### src/rtl/mscr_pkg.sv
// ============================================================================
// mscr_pkg
// Shared widths, register indexes, reset values and control bundles for the
// marquee scroll offset controller.
// ============================================================================
package mscr_pkg;

   localparam int ELAPSED_W = 16;
   localparam int OFFSET_W  = 16;
   localparam int DISP_W    = 10;
   localparam int TEXT_W    = 16;
   localparam int STEP_W    = 8;
   localparam int PERIOD_W  = 16;
   localparam int PAUSE_W   = 16;
   localparam int CSR_IDX_W = 3;
   localparam int CSR_DATA_W = 16;
   // credit plus one elapsed value never leaves [-65535, 131070]
   localparam int CREDIT_W  = 18;

   typedef logic signed [CREDIT_W-1:0] credit_type;

   localparam credit_type CREDIT_MIN = -18'sd65535;
   localparam credit_type CREDIT_MAX = 18'sd65535;

   // register indexes
   localparam logic [CSR_IDX_W-1:0] CSR_DISPLAY_WIDTH = 3'd0;
   localparam logic [CSR_IDX_W-1:0] CSR_TEXT_WIDTH    = 3'd1;
   localparam logic [CSR_IDX_W-1:0] CSR_STEP_PIXELS   = 3'd2;
   localparam logic [CSR_IDX_W-1:0] CSR_STEP_PERIOD   = 3'd3;
   localparam logic [CSR_IDX_W-1:0] CSR_RESTART_MODE  = 3'd4;
   localparam logic [CSR_IDX_W-1:0] CSR_PAUSE_MS      = 3'd5;

   // reset values
   localparam logic [DISP_W-1:0]   RST_DISPLAY_WIDTH = 10'd128;
   localparam logic [TEXT_W-1:0]   RST_TEXT_WIDTH    = 16'd0;
   localparam logic [STEP_W-1:0]   RST_STEP_PIXELS   = 8'd1;
   localparam logic [PERIOD_W-1:0] RST_STEP_PERIOD   = 16'd1;
   localparam logic                RST_RESTART_MODE  = 1'b0;
   localparam logic [PAUSE_W-1:0]  RST_PAUSE_MS      = 16'd0;

   typedef struct packed {
      logic [DISP_W-1:0]   display_width;
      logic [TEXT_W-1:0]   text_width;
      logic [STEP_W-1:0]   step_pixels;
      logic [PERIOD_W-1:0] step_period_ms;
      logic                restart_mode;
      logic [PAUSE_W-1:0]  pause_ms;
   } cfg_type;

   // controller to datapath
   typedef struct packed {
      logic load;    // capture credit plus elapsed time
      logic step;    // run one scroll step, consume one period
      logic commit;  // close the update, fill the result register
      logic ran;     // this update ran its step loop
   } cmd_type;

   // datapath to controller
   typedef struct packed {
      logic run_go;  // credit strictly above the period
      logic more;    // credit still holds a whole period
   } status_type;

   typedef enum logic [3:0] {
      ST_IDLE   = 4'b0001,
      ST_CHECK  = 4'b0010,
      ST_STEP   = 4'b0100,
      ST_FINISH = 4'b1000
   } state_type;

endpackage

### src/rtl/mscr_req_if.sv
// ============================================================================
// mscr_req_if
// Request channel: one update carrying the elapsed milliseconds.
// ============================================================================
interface mscr_req_if
   import mscr_pkg::*;
();

   logic                 valid;
   logic                 ready;
   logic [ELAPSED_W-1:0] elapsed_ms;

   modport source (output valid, output elapsed_ms, input ready);
   modport sink   (input valid, input elapsed_ms, output ready);

endinterface

### src/rtl/mscr_rsp_if.sv
// ============================================================================
// mscr_rsp_if
// Response channel: scroll offset, direction and pause flag.
// ============================================================================
interface mscr_rsp_if
   import mscr_pkg::*;
();

   logic                valid;
   logic                ready;
   logic [OFFSET_W-1:0] offset;
   logic                moving_back;
   logic                paused;

   modport source (output valid, output offset, output moving_back, output paused,
                   input ready);
   modport sink   (input valid, input offset, input moving_back, input paused,
                   output ready);

endinterface

### src/rtl/marquee_scroll_offset_controller_unit.sv
// ============================================================================
// marquee_scroll_offset_controller_unit
// Bouncing marquee scroll offset controller: time credit, step loop and
// end-of-travel pause, one response per update.
// ============================================================================
// Steps: an update runs N steps (N = credit / period, credit > period) and none
//   otherwise; one step per cycle, N up to 65536.
// A new update is accepted only after the previous one commits; finish waits
//   while the result register is full.
// Reset: synchronous; offset, direction, pause flag and credit clear, the
//   registers take their documented defaults. No clearing pass.
module marquee_scroll_offset_controller_unit
   import mscr_pkg::*;
(
   input  logic                  clock,
   input  logic                  reset,
   mscr_req_if.sink              req_ch,
   mscr_rsp_if.source            rsp_ch,
   input  logic                  csr_we,
   input  logic [CSR_IDX_W-1:0]  csr_index,
   input  logic [CSR_DATA_W-1:0] csr_wdata
);

   cfg_type    cfg;
   cmd_type    cmd;
   status_type status;

   // configuration registers; the user must write them only while idle, the block does not enforce it
   mscr_csr u_csr (
      .clock     (clock),
      .reset     (reset),
      .csr_we    (csr_we),
      .csr_index (csr_index),
      .csr_wdata (csr_wdata),
      .cfg       (cfg)
   );

   // sequencer: take one request, loop steps, commit into the result register;
   // the next request is taken while a result still waits for its transfer
   mscr_ctrl u_ctrl (
      .clock     (clock),
      .reset     (reset),
      .req_valid (req_ch.valid),
      .req_ready (req_ch.ready),
      .rsp_valid (rsp_ch.valid),
      .rsp_ready (rsp_ch.ready),
      .status    (status),
      .cmd       (cmd)
   );

   // credit, position and step unit; holds the response payload
   mscr_dp u_dp (
      .clock           (clock),
      .reset           (reset),
      .cfg             (cfg),
      .cmd             (cmd),
      .elapsed_ms      (req_ch.elapsed_ms),
      .status          (status),
      .rsp_offset      (rsp_ch.offset),
      .rsp_moving_back (rsp_ch.moving_back),
      .rsp_paused      (rsp_ch.paused)
   );

endmodule

### src/rtl/mscr_csr.sv
// ============================================================================
// mscr_csr
// Configuration register file, written by index, no read-back.
// ============================================================================
module mscr_csr
   import mscr_pkg::*;
(
   input  logic                  clock,
   input  logic                  reset,
   input  logic                  csr_we,
   input  logic [CSR_IDX_W-1:0]  csr_index,
   input  logic [CSR_DATA_W-1:0] csr_wdata,
   output cfg_type               cfg
);

   cfg_type cfg_ff;
   cfg_type cfg_in;

   always_comb begin
      cfg_in = cfg_ff;
      if (csr_we) begin
         unique case (csr_index)
            CSR_DISPLAY_WIDTH: cfg_in.display_width  = csr_wdata[DISP_W-1:0];
            CSR_TEXT_WIDTH:    cfg_in.text_width     = csr_wdata[TEXT_W-1:0];
            CSR_STEP_PIXELS:   cfg_in.step_pixels    = csr_wdata[STEP_W-1:0];
            CSR_STEP_PERIOD:   cfg_in.step_period_ms = csr_wdata[PERIOD_W-1:0];
            CSR_RESTART_MODE:  cfg_in.restart_mode   = csr_wdata[0];
            CSR_PAUSE_MS:      cfg_in.pause_ms       = csr_wdata[PAUSE_W-1:0];
            default: ;
         endcase
      end
   end

   always_ff @(posedge clock) begin
      if (reset) begin
         cfg_ff.display_width  <= RST_DISPLAY_WIDTH;
         cfg_ff.text_width     <= RST_TEXT_WIDTH;
         cfg_ff.step_pixels    <= RST_STEP_PIXELS;
         cfg_ff.step_period_ms <= RST_STEP_PERIOD;
         cfg_ff.restart_mode   <= RST_RESTART_MODE;
         cfg_ff.pause_ms       <= RST_PAUSE_MS;
      end else begin
         cfg_ff <= cfg_in;
      end
   end

   assign cfg = cfg_ff;

endmodule

### src/rtl/mscr_dp.sv
// ============================================================================
// mscr_dp
// Datapath: time credit, scroll position, direction, pause flag, one step
// unit and the result register.
// ============================================================================
module mscr_dp
   import mscr_pkg::*;
(
   input  logic                 clock,
   input  logic                 reset,
   input  cfg_type              cfg,
   input  cmd_type              cmd,
   input  logic [ELAPSED_W-1:0] elapsed_ms,
   output status_type           status,
   output logic [OFFSET_W-1:0]  rsp_offset,
   output logic                 rsp_moving_back,
   output logic                 rsp_paused
);

   credit_type          credit_ff, credit_in;
   credit_type          ms_ff, ms_in;
   logic [OFFSET_W-1:0] pos_ff, pos_in;
   logic                dir_ff, dir_in;
   logic                pflag_ff, pflag_in;
   logic                hit_ff, hit_in;
   logic [OFFSET_W-1:0] out_offset_ff, out_offset_in;
   logic                out_back_ff, out_back_in;
   logic                out_paused_ff, out_paused_in;

   logic [PERIOD_W-1:0] period;
   credit_type          period_s;
   credit_type          pause_s;
   logic                wide;
   logic                at_left;
   logic                at_right;
   logic [CREDIT_W-1:0] reach;
   logic [OFFSET_W:0]   pos_plus_disp;
   logic [OFFSET_W-1:0] pos_step;

   // a zero period counts as one
   assign period   = (cfg.step_period_ms == '0) ? PERIOD_W'(1) : cfg.step_period_ms;
   assign period_s = $signed({{(CREDIT_W-PERIOD_W){1'b0}}, period});
   assign pause_s  = $signed({{(CREDIT_W-PAUSE_W){1'b0}}, cfg.pause_ms});
   assign wide     = cfg.text_width > {{(TEXT_W-DISP_W){1'b0}}, cfg.display_width};

   assign status.run_go = ms_ff > period_s;
   assign status.more   = ms_ff >= period_s;

   // end detection for one step
   assign pos_plus_disp = {1'b0, pos_ff} + {{(OFFSET_W+1-DISP_W){1'b0}}, cfg.display_width};
   assign at_left = dir_ff && (pos_ff < {{(OFFSET_W-STEP_W){1'b0}}, cfg.step_pixels});
   assign reach = dir_ff
      ? {1'b0, pos_plus_disp} - {{(CREDIT_W-STEP_W){1'b0}}, cfg.step_pixels}
      : {1'b0, pos_plus_disp} + {{(CREDIT_W-STEP_W){1'b0}}, cfg.step_pixels};
   assign at_right = reach > {{(CREDIT_W-TEXT_W){1'b0}}, cfg.text_width};

   // position after a plain step, used only when neither end is reached
   assign pos_step = dir_ff
      ? pos_ff - {{(OFFSET_W-STEP_W){1'b0}}, cfg.step_pixels}
      : pos_ff + {{(OFFSET_W-STEP_W){1'b0}}, cfg.step_pixels};

   always_comb begin
      credit_in     = credit_ff;
      ms_in         = ms_ff;
      pos_in        = pos_ff;
      dir_in        = dir_ff;
      pflag_in      = pflag_ff;
      hit_in        = hit_ff;
      out_offset_in = out_offset_ff;
      out_back_in   = out_back_ff;
      out_paused_in = out_paused_ff;

      if (cmd.load) begin
         ms_in  = credit_ff + $signed({{(CREDIT_W-ELAPSED_W){1'b0}}, elapsed_ms});
         hit_in = 1'b0;
      end

      if (cmd.step) begin
         ms_in = ms_ff - period_s;
         if (wide) begin
            priority if (at_left) begin
               pos_in = '0;
               dir_in = ~dir_ff;
               if (pflag_ff) pflag_in = 1'b0;
               else          hit_in   = 1'b1;
            end else if (at_right) begin
               if (!cfg.restart_mode) begin
                  pos_in = cfg.text_width - {{(TEXT_W-DISP_W){1'b0}}, cfg.display_width};
                  dir_in = ~dir_ff;
               end
               if (pflag_ff) begin
                  pflag_in = 1'b0;
                  if (cfg.restart_mode) pos_in = '0;
               end else begin
                  hit_in = 1'b1;
               end
            end else begin
               pos_in = pos_step;
            end
         end
      end

      if (cmd.commit) begin
         credit_in = ms_ff;
         if (cmd.ran) begin
            pflag_in = hit_ff;
            if (hit_ff) credit_in = ms_ff - pause_s;
         end
         out_offset_in = pos_ff;
         out_back_in   = dir_ff;
         out_paused_in = cmd.ran ? hit_ff : pflag_ff;
      end
   end

   always_ff @(posedge clock) begin
      if (reset) begin
         credit_ff <= '0;
         pos_ff    <= '0;
         dir_ff    <= 1'b0;
         pflag_ff  <= 1'b0;
      end else begin
         credit_ff <= credit_in;
         pos_ff    <= pos_in;
         dir_ff    <= dir_in;
         pflag_ff  <= pflag_in;
      end
   end

   always_ff @(posedge clock) begin
      ms_ff         <= ms_in;
      hit_ff        <= hit_in;
      out_offset_ff <= out_offset_in;
      out_back_ff   <= out_back_in;
      out_paused_ff <= out_paused_in;
   end

   assign rsp_offset      = out_offset_ff;
   assign rsp_moving_back = out_back_ff;
   assign rsp_paused      = out_paused_ff;

   a_credit_range: assert property (@(posedge clock) disable iff (reset)
      credit_ff >= CREDIT_MIN && credit_ff <= CREDIT_MAX)
      else $error("time credit out of range");

   a_pos_hold: assert property (@(posedge clock) disable iff (reset)
      !cmd.step |=> $stable(pos_ff) && $stable(dir_ff))
      else $error("scroll position moved without a step");

endmodule

### src/rtl/mscr_ctrl.sv
// ============================================================================
// mscr_ctrl
// Controller: sequences load, step loop and commit for one update, and owns
// the response valid flag.
// ============================================================================
module mscr_ctrl
   import mscr_pkg::*;
(
   input  logic       clock,
   input  logic       reset,
   input  logic       req_valid,
   output logic       req_ready,
   output logic       rsp_valid,
   input  logic       rsp_ready,
   input  status_type status,
   output cmd_type    cmd
);

   state_type state_ff, state_in;
   logic      ran_ff, ran_in;
   logic      rsp_valid_ff, rsp_valid_in;
   logic      out_free;

   assign out_free  = !rsp_valid_ff || rsp_ready;
   assign req_ready = (state_ff == ST_IDLE);

   always_comb begin
      state_in     = state_ff;
      ran_in       = ran_ff;
      rsp_valid_in = rsp_valid_ff && !rsp_ready;
      cmd          = '0;
      cmd.ran      = ran_ff;

      unique case (state_ff)
         ST_IDLE: begin
            if (req_valid) begin
               cmd.load = 1'b1;
               state_in = ST_CHECK;
            end
         end
         ST_CHECK: begin
            ran_in   = status.run_go;
            state_in = status.run_go ? ST_STEP : ST_FINISH;
         end
         ST_STEP: begin
            if (status.more) cmd.step = 1'b1;
            else             state_in = ST_FINISH;
         end
         ST_FINISH: begin
            if (out_free) begin
               cmd.commit   = 1'b1;
               rsp_valid_in = 1'b1;
               state_in     = ST_IDLE;
            end
         end
         default: state_in = ST_IDLE;
      endcase
   end

   always_ff @(posedge clock) begin
      if (reset) begin
         state_ff     <= ST_IDLE;
         ran_ff       <= 1'b0;
         rsp_valid_ff <= 1'b0;
      end else begin
         state_ff     <= state_in;
         ran_ff       <= ran_in;
         rsp_valid_ff <= rsp_valid_in;
      end
   end

   assign rsp_valid = rsp_valid_ff;

   a_accept_to_check: assert property (@(posedge clock) disable iff (reset)
      req_valid && req_ready |=> state_ff == ST_CHECK)
      else $error("accepted update did not move to check");

   a_rsp_from_finish: assert property (@(posedge clock) disable iff (reset)
      $rose(rsp_valid_ff) |-> $past(state_ff == ST_FINISH))
      else $error("response raised outside finish");

   a_finish_wait: assert property (@(posedge clock) disable iff (reset)
      state_ff == ST_FINISH && !out_free |=> state_ff == ST_FINISH && rsp_valid_ff)
      else $error("finish left while result register full");

   a_step_needs_run: assert property (@(posedge clock) disable iff (reset)
      state_ff == ST_STEP |-> ran_ff)
      else $error("step loop entered without credit above period");

endmodule
### src/flat_wrapper.sv
// flat-port wrapper written by rule: the top's interface ports become plain ports
module marquee_scroll_offset_controller_unit_flat import mscr_pkg::*;
  (clock, reset, csr_we, csr_index, csr_wdata, req_ch_valid, req_ch_elapsed_ms, req_ch_ready, rsp_ch_valid, rsp_ch_offset, rsp_ch_moving_back, rsp_ch_paused, rsp_ch_ready);
  mscr_req_if req_ch_i ();
  mscr_rsp_if rsp_ch_i ();
  input  logic clock;
  input  logic reset;
  input  logic csr_we;
  input  logic [CSR_IDX_W-1:0] csr_index;
  input  logic [CSR_DATA_W-1:0] csr_wdata;
  input wire logic [$bits(req_ch_i.valid)-1:0] req_ch_valid;
  input wire logic [$bits(req_ch_i.elapsed_ms)-1:0] req_ch_elapsed_ms;
  output wire logic [$bits(req_ch_i.ready)-1:0] req_ch_ready;
  output wire logic [$bits(rsp_ch_i.valid)-1:0] rsp_ch_valid;
  output wire logic [$bits(rsp_ch_i.offset)-1:0] rsp_ch_offset;
  output wire logic [$bits(rsp_ch_i.moving_back)-1:0] rsp_ch_moving_back;
  output wire logic [$bits(rsp_ch_i.paused)-1:0] rsp_ch_paused;
  input wire logic [$bits(rsp_ch_i.ready)-1:0] rsp_ch_ready;
  assign req_ch_i.valid = req_ch_valid;
  assign req_ch_i.elapsed_ms = req_ch_elapsed_ms;
  assign req_ch_ready = req_ch_i.ready;
  assign rsp_ch_valid = rsp_ch_i.valid;
  assign rsp_ch_offset = rsp_ch_i.offset;
  assign rsp_ch_moving_back = rsp_ch_i.moving_back;
  assign rsp_ch_paused = rsp_ch_i.paused;
  assign rsp_ch_i.ready = rsp_ch_ready;
  marquee_scroll_offset_controller_unit u_core (.clock(clock), .reset(reset), .req_ch(req_ch_i), .rsp_ch(rsp_ch_i), .csr_we(csr_we), .csr_index(csr_index), .csr_wdata(csr_wdata));
endmodule
### config.mk
export PLATFORM = sky130hd
export DESIGN_NAME = marquee_scroll_offset_controller_unit_flat
export DESIGN_NICKNAME = d
export VERILOG_FILES = /design/src/rtl/mscr_pkg.sv /design/src/rtl/mscr_req_if.sv /design/src/rtl/mscr_rsp_if.sv /design/src/rtl/marquee_scroll_offset_controller_unit.sv /design/src/rtl/mscr_csr.sv /design/src/rtl/mscr_dp.sv /design/src/rtl/mscr_ctrl.sv /design/src/flat_wrapper.sv
export SDC_FILE = /design/constraint.sdc
export NUM_CORES = 1
export LEC_CHECK = 0
export ABC_AREA = 1
export BUFFER_PORTS_ARGS = -buffer_cell sky130_fd_sc_hd__buf_2
export CAP_MARGIN = 20
export CORE_ASPECT_RATIO = 0.75
export CORE_MARGIN = 8
export CORE_UTILIZATION = 55
export CTS_CLUSTER_SIZE = 24
export DETAILED_ROUTE_END_ITERATION = 7
export GPL_TIMING_DRIVEN = 0
export HOLD_SLACK_MARGIN = 0.15
export MAX_ROUTING_LAYER = met4
export PLACE_DENSITY_LB_ADDON = 0.05
export SLEW_MARGIN = 40
export SYNTH_ARGS = -nofsm -noshare
export SYNTH_HDL_FRONTEND = slang
export SYNTH_SLANG_ARGS = --single-unit
### constraint.sdc
create_clock -name clock -period 4.6 [get_ports clock]
set_clock_uncertainty 0.05 [all_clocks]
set_input_delay 0.23 -clock clock [delete_from_list [all_inputs] [get_ports clock]]
set_output_delay 0.23 -clock clock [all_outputs]
set_load 0.1 [all_outputs]
---- After elaboration in Yosys (flattened, before gate mapping) ----
Cells that the tools add are included.
storage, ports and cells
  output and inout port bits .............. 20
  memories kept ........................... 0
  latch bits .............................. 0
  ROM bits ................................ 0
  word-level logic and storage cells ...... 105
  bits in registers ....................... 146
  bits in writable memories ............... 0
  bits of input ports ..................... 40
operators by class
  magnitude comparators ................... 5
  div/mod/pow operators ................... 0
  multipliers ............................. 0
  reduce and logical (&&, ||, !) cells .... 18
  add/sub/neg operators ................... 9
  muxes and demuxes ....................... 41
  equality and inequality tests ........... 13
  bitwise operators ....................... 1
  shifts and indexed selects .............. 0
operators by type and width
  cell                count
  $mux 16             7
  $mux 18             5
  $sub 18x17->18      2
  $mux 1              24
  $add 17x8->18       1
  $add 18x17->18      1
  $ge 18x17->1        1
  $gt 18x16->1        1
  $gt 18x17->1        1
  $sub 17x8->18       1
  $add 16x10->17      1
  $add 16x8->16       1
  $gt 16x10->1        1
  $logic_not 16->1    1
  $lt 16x8->1         1
  $mux 4              4
  $pmux 4 s4          1
  $sub 16x10->16      1
  $sub 16x8->16       1
  $reduce_and 2->1    7
  $ne 2x2->1 const B  4
  $eq 3x2->1 const B  2
  $eq 3x3->1 const B  2
  $eq 4x1->1 const B  1
  other kinds (12)    15

---- Logic depth before layout (Yosys ltp) ----
  word-level depth ........................ 10
  depth in mapped cells ................... 32

---- Modules after synthesis ----
From an unflattened synthesis, not the netlist that was laid out.
second synthesis, totals
  cell total of the unflattened synthesis .. 1,995
  area, all modules ....................... 12,807.3 um^2
modules (own cells, without submodules)
  module     cells each  area an instance (um^2)  times used
  mscr_dp    1,557       9,781.9                  1
  mscr_csr   393         2,700.1                  1
  mscr_ctrl  45          325.3                    1

---- Worst setup path before layout ----
Ideal clock, no wire load.
  kind .................................... register -> register
  start point ............................. register u_core.u_dp.pos_ff[1]
  end point ............................... register u_core.u_dp.pos_ff[3]
  buffers on the path ..................... 1
  slack ................................... 0.180 ns
  cell stages (with the launch flop) ...... 30
  arrival time ............................ 4.238 ns
  data required time ...................... 4.418 ns
  setup time .............................. 0.132 ns
  cell sequence ........................... dfxtp_1 -> inv_1 -> fa_1 -> inv_1 -> a31oi_1 -> o21ai_0 -> a21oi_1 -> nor2_1 -> nor2_1 -> xor2_1 -> inv_1 -> ha_1 -> nand2_1 -> a21oi_1 -> nor2_1 -> o21ai_1 -> nand2_1 -> nand3_1 -> xor2_1 -> ha_1 -> a21oi_1 -> o21a_1 -> nand2_1 -> nand2_1 -> nand2_1 -> nand2_1 -> clkbuf_1 -> nand3_1 -> nand3_1 -> a21oi_1
on the way
  longest elaborated chain between the ends .. 6
  elaborated cells on any way between the ends .. 12
ends and longest elaborated chain
  item                                            line                          RTL
  from (decl)                                     mscr_dp.sv:22                 logic [OFFSET_W-1:0] pos_ff, pos_in;
  from (signal assigned)                          mscr_dp.sv:123                pos_ff <= pos_in;
  $add 16x10->17                                  mscr_dp.sv:50                 assign pos_plus_disp = {1'b0, pos_ff} + {{(OFFSET_W+1-DISP_W){1'b0}}, cfg.display_width};
  $add 17x8->18 or $sub 17x8->18 (tied branches)  mscr_dp.sv:54, mscr_dp.sv:53
  $mux 18                                         mscr_dp.sv:53                 ? {1'b0, pos_plus_disp} - {{(CREDIT_W-STEP_W){1'b0}}, cfg.step_pixels}
  $gt 18x16->1                                    mscr_dp.sv:55                 assign at_right = reach > {{(CREDIT_W-TEXT_W){1'b0}}, cfg.text_width};
  $mux 16                                         mscr_dp.sv:86                 end else if (at_right) begin
  $mux 16 (*)                                     mscr_dp.sv:81                 priority if (at_left) begin
Mark *: on every way between the ends. The rest lies on a longest branch, timed or not.
A chain may end at the register's enable or synchronous reset.

---- Final worst setup path ----
  start point ............................. register u_core.u_dp.pos_ff[0]
  end point ............................... register u_core.u_dp.pos_ff[2]
The elaborated chain is that of the path after synthesis.

==> run_results.csv <==
group,metric,value,unit
worst_setup_path,worstSetupPathType,"register to register",
global_route,grt_pass1_wl,65800,um
cells_and_area,n_antenna_cell,0,
yosys,synth_cells,1830,
floorplan,start_util,55.7,%
cells_and_area,mostFrequentLayoutCells,"nand2_1 (446), inv_1 (215), a21oi_1 (189), o21ai_0 (138), nand3_1 (130)",
placed_design,dpl.cell_count,2183,
worst_setup_path,crit_fanout,8,
placed_design,io_buffers,59,
sta,worst_pin_slew,0.905,ns
placed_design,gp_congestion,1.00,
cells_and_area,area_delta_synth_final,15.0,%
sta,relSlewSlack,39.6,%
routing,drtIter0Drc,1604,
global_route,overflow,0,
yosys,synthFlopType,"dfxtp_1",
yosys,synth_edf_count,36,
yosys,yosysTopAreaCellShare,18.0,%
sta,period_share,98.5,%
cells_and_area,layout_commonest_cell,"nand2_1",
cells_and_area,fin_area,0.0141,sq mm
worst_setup_path,end_kind,"register",
floorplan,die_h,145,um
clock_tree,cts_buffer_depth,2,
yosys,synth-async-reset-ratio,0,%
global_route,grt_max_degree,28,
yosys,synth_cell_types,49,
worst_setup_path,crit_required,4.90,ns
placed_design,pre_cts_ws,-1.14,ns
floorplan,fp.coreArea,0.0220,sq mm
worst_setup_path,cpPeakStageDelay,0.42,ns
clock_tree,cts_buffers,17,
sta,fmax,0.221,GHz
routing,wire_per_inst,19.3,um
power_and_ir_drop,power,3.81,mW
placed_design,postPlaceCellArea,0.0129,sq mm
routing,drc_errors,0,
clock_tree,cts_tree,"done",
cells_and_area,final_layout_size_suffix_gt1_share,10.5,%
yosys,synth_nets,1997,
worst_setup_path,cp-start-kind,"register",
sta,min_period,4.53,ns
worst_setup_path,crit_top_cell,"nand2_1",
routing,antenna_left,0,
sta,whs,0.162,ns
yosys,synth-seq-cells,146,
global_route,antenna_found_initial,1,
sta,maxSlewViolCount,0,
power_and_ir_drop,ir_drop,0.235,mV
floorplan,die_w,188,um
clock_tree,cts_root_buf,"clkbuf_16",
power_and_ir_drop,power.density,271,mW/mm^2
cells_and_area,stdcell_count,2247,
routing,via_per_inst,5.82,
clock_tree,htree_num_levels,4,
sta,finalSetupViolations,0,
routing,totalWireLength,43300,um
sta,fin_ws,0.0711,ns
floorplan,num_rows,47,
floorplan,pin_count,60,
worst_setup_path,arrival,4.83,ns
run_status,outcome,"complete, no violations",
clock_tree,clkTransAtPathRegs,0.08,ns
yosys,syn_avg_cell_area,6.69,sq um
yosys,ys_seq_area_share,26.8,%
routing,first_pass_iters,6,
placed_design,hpwl,34500,um
yosys,syn_area,0.0123,sq mm
cells_and_area,final_nets,2107,
floorplan,die_area,0.0274,sq mm
yosys,yosysTopAreaCell,"dfxtp_1",
global_route,grt_pass1_vias,11600,
sta,finalHoldViolations,0,
global_route,grtUsageTotal,31.5,%
yosys,yosys-top-cells-area,"dfxtp_1 (18%), nand2_1 (14%), ha_1 (12%), edfxtp_1 (8.8%), a21oi_1 (8.1%)",
power_and_ir_drop,p_leak,6.83,nW
clock_tree,clk_latency,0.44,ns
min_path,min_path_type,"input port to register",
yosys,yosysWarnings,0,
worst_setup_path,cp_slowest_cell,"dfxtp_4",
routing,via_count,13100,
clock_tree,clock_sinks,146,
job,cap_violations,0,
final cells by class:
type | count | area, sq um
timing repair buffer | 94 | 607
clock inverter | 15 | 166
fill | 2018 | 7900
inverter | 223 | 842
clock buffer | 17 | 425
multi-input combinational | 1416 | 8180
buffer | 42 | 198
sequential | 146 | 3310
tap | 294 | 368
path summary, 6_finish.rpt:
kind              cells past startpoint                           startpoint  slack, ns                                    to
setup reg to reg                     30   u_core.u_dp.pos_ff[0]$_SDFFE_PP0P_       0.07    u_core.u_dp.pos_ff[2]$_SDFFE_PP0P_
hold reg to reg                       0  u_core.u_dp.pos_ff[10]$_SDFFE_PP0P_       0.41  u_core.u_dp.rsp_offset[10]$_DFFE_PP_
setup / recovery                     30   u_core.u_dp.pos_ff[0]$_SDFFE_PP0P_       0.07    u_core.u_dp.pos_ff[2]$_SDFFE_PP0P_
hold / removal                        3                         csr_wdata[6]       0.16     u_core.u_csr.cfg[23]$_SDFFE_PP0P_
logic make-up after synthesis:
logic type | Yosys count | synth area share (%)
and+or+nand+nor | 805 | 28.0
DFF | 146 | 26.8
buffers and inverters | 268 | 8.41
AOI/OAI and AO/OA | 406 | 17.8
adders and majority gates | 127 | 13.5
xor gates and xnor gates | 76 | 5.43
muxes | 2 | 0.163
routing by layer:
metal,share of wire (%),GRT usage (%),wire [um]
met1,49,48.6,21300
met2,37,39.1,15800
met3,13,9.48,5640
met4,1.2,5.15,533
met5,0,-,0
state kept, by name, summed over array words and instances (netlist names):
register / count
u_core.u_csr.cfg: 67
u_core.u_ctrl.ran_ff: 1
u_core.u_ctrl.rsp_valid: 1
u_core.u_ctrl.state_ff: 4
u_core.u_dp.credit_ff: 18
u_core.u_dp.dir_ff: 1
u_core.u_dp.hit_ff: 1
u_core.u_dp.ms_ff: 18
u_core.u_dp.pflag_ff: 1
u_core.u_dp.pos_ff: 16
u_core.u_dp.rsp_moving_back: 1
u_core.u_dp.rsp_offset: 16
u_core.u_dp.rsp_paused: 1
stage by stage:
stage | util (%) | setup TNS, ns
final | 64.1 | 0
after global routing | 64.1 | -0.347
after CTS | 62.5 | 0
after detailed placement | 58.7 | -18.52
after global placement | 58.7 | -17.81
after floorplan | - | 0
worst max-delay path, delay by kind of cell, from the launching register on:
kind | cells | cell delay (ns)
XOR/XNOR | 2 | 0.34
flip-flops | 1 | 0.42
AND/OR/NAND/NOR | 12 | 1.01
AO/OA/AOI/OAI | 7 | 1.02
adder cells (fa/ha/maj) | 4 | 1.09
buffers and inverters | 5 | 0.51
cell usage after synthesis (3+ instances only):
master,count
a31o_2,3
nor2_2,3
a21o_1,15
fa_1,8
and3_1,3
inv_2,3
a31oi_1,11
inv_1,219
or2_2,4
nand4_1,19
a211oi_1,3
nand3b_1,7
nand3_1,138
nor3_1,23
nor4_1,5
a21oi_1,198
o21bai_1,3
o21a_1,3
o21ai_1,7
ha_1,119
xor2_1,49
o21ai_0,142
buf_2,6
nor2_1,132
nand2_2,8
o211ai_1,11
clkbuf_1,36
edfxtp_1,36
a22oi_1,3
xnor2_1,27
nand2_1,453
dfxtp_1,110
power by group:
group / leakage (nW) / switching [mW] / internal [mW] / total, mW
clock network: 0.290 / 0.634 / 0.773 / 1.41
logic: 5.28 / 0.650 / 0.367 / 1.02
registers: 1.26 / 0.0389 / 1.35 / 1.39
total: 6.83 / 1.32 / 2.49 / 3.81
repair_timing:
item / CTS / global route
buffers inserted: 3 / 13
hold buffers: 18 / 0
hold endpoints to repair: 37 / 0
resized for setup: 20 / 66
pin swaps: 2 / 30
endpoints found under the setup margin: 19 / 19
gates cloned: 0 / 1
Note: power is estimated with default switching activity, not from simulation.
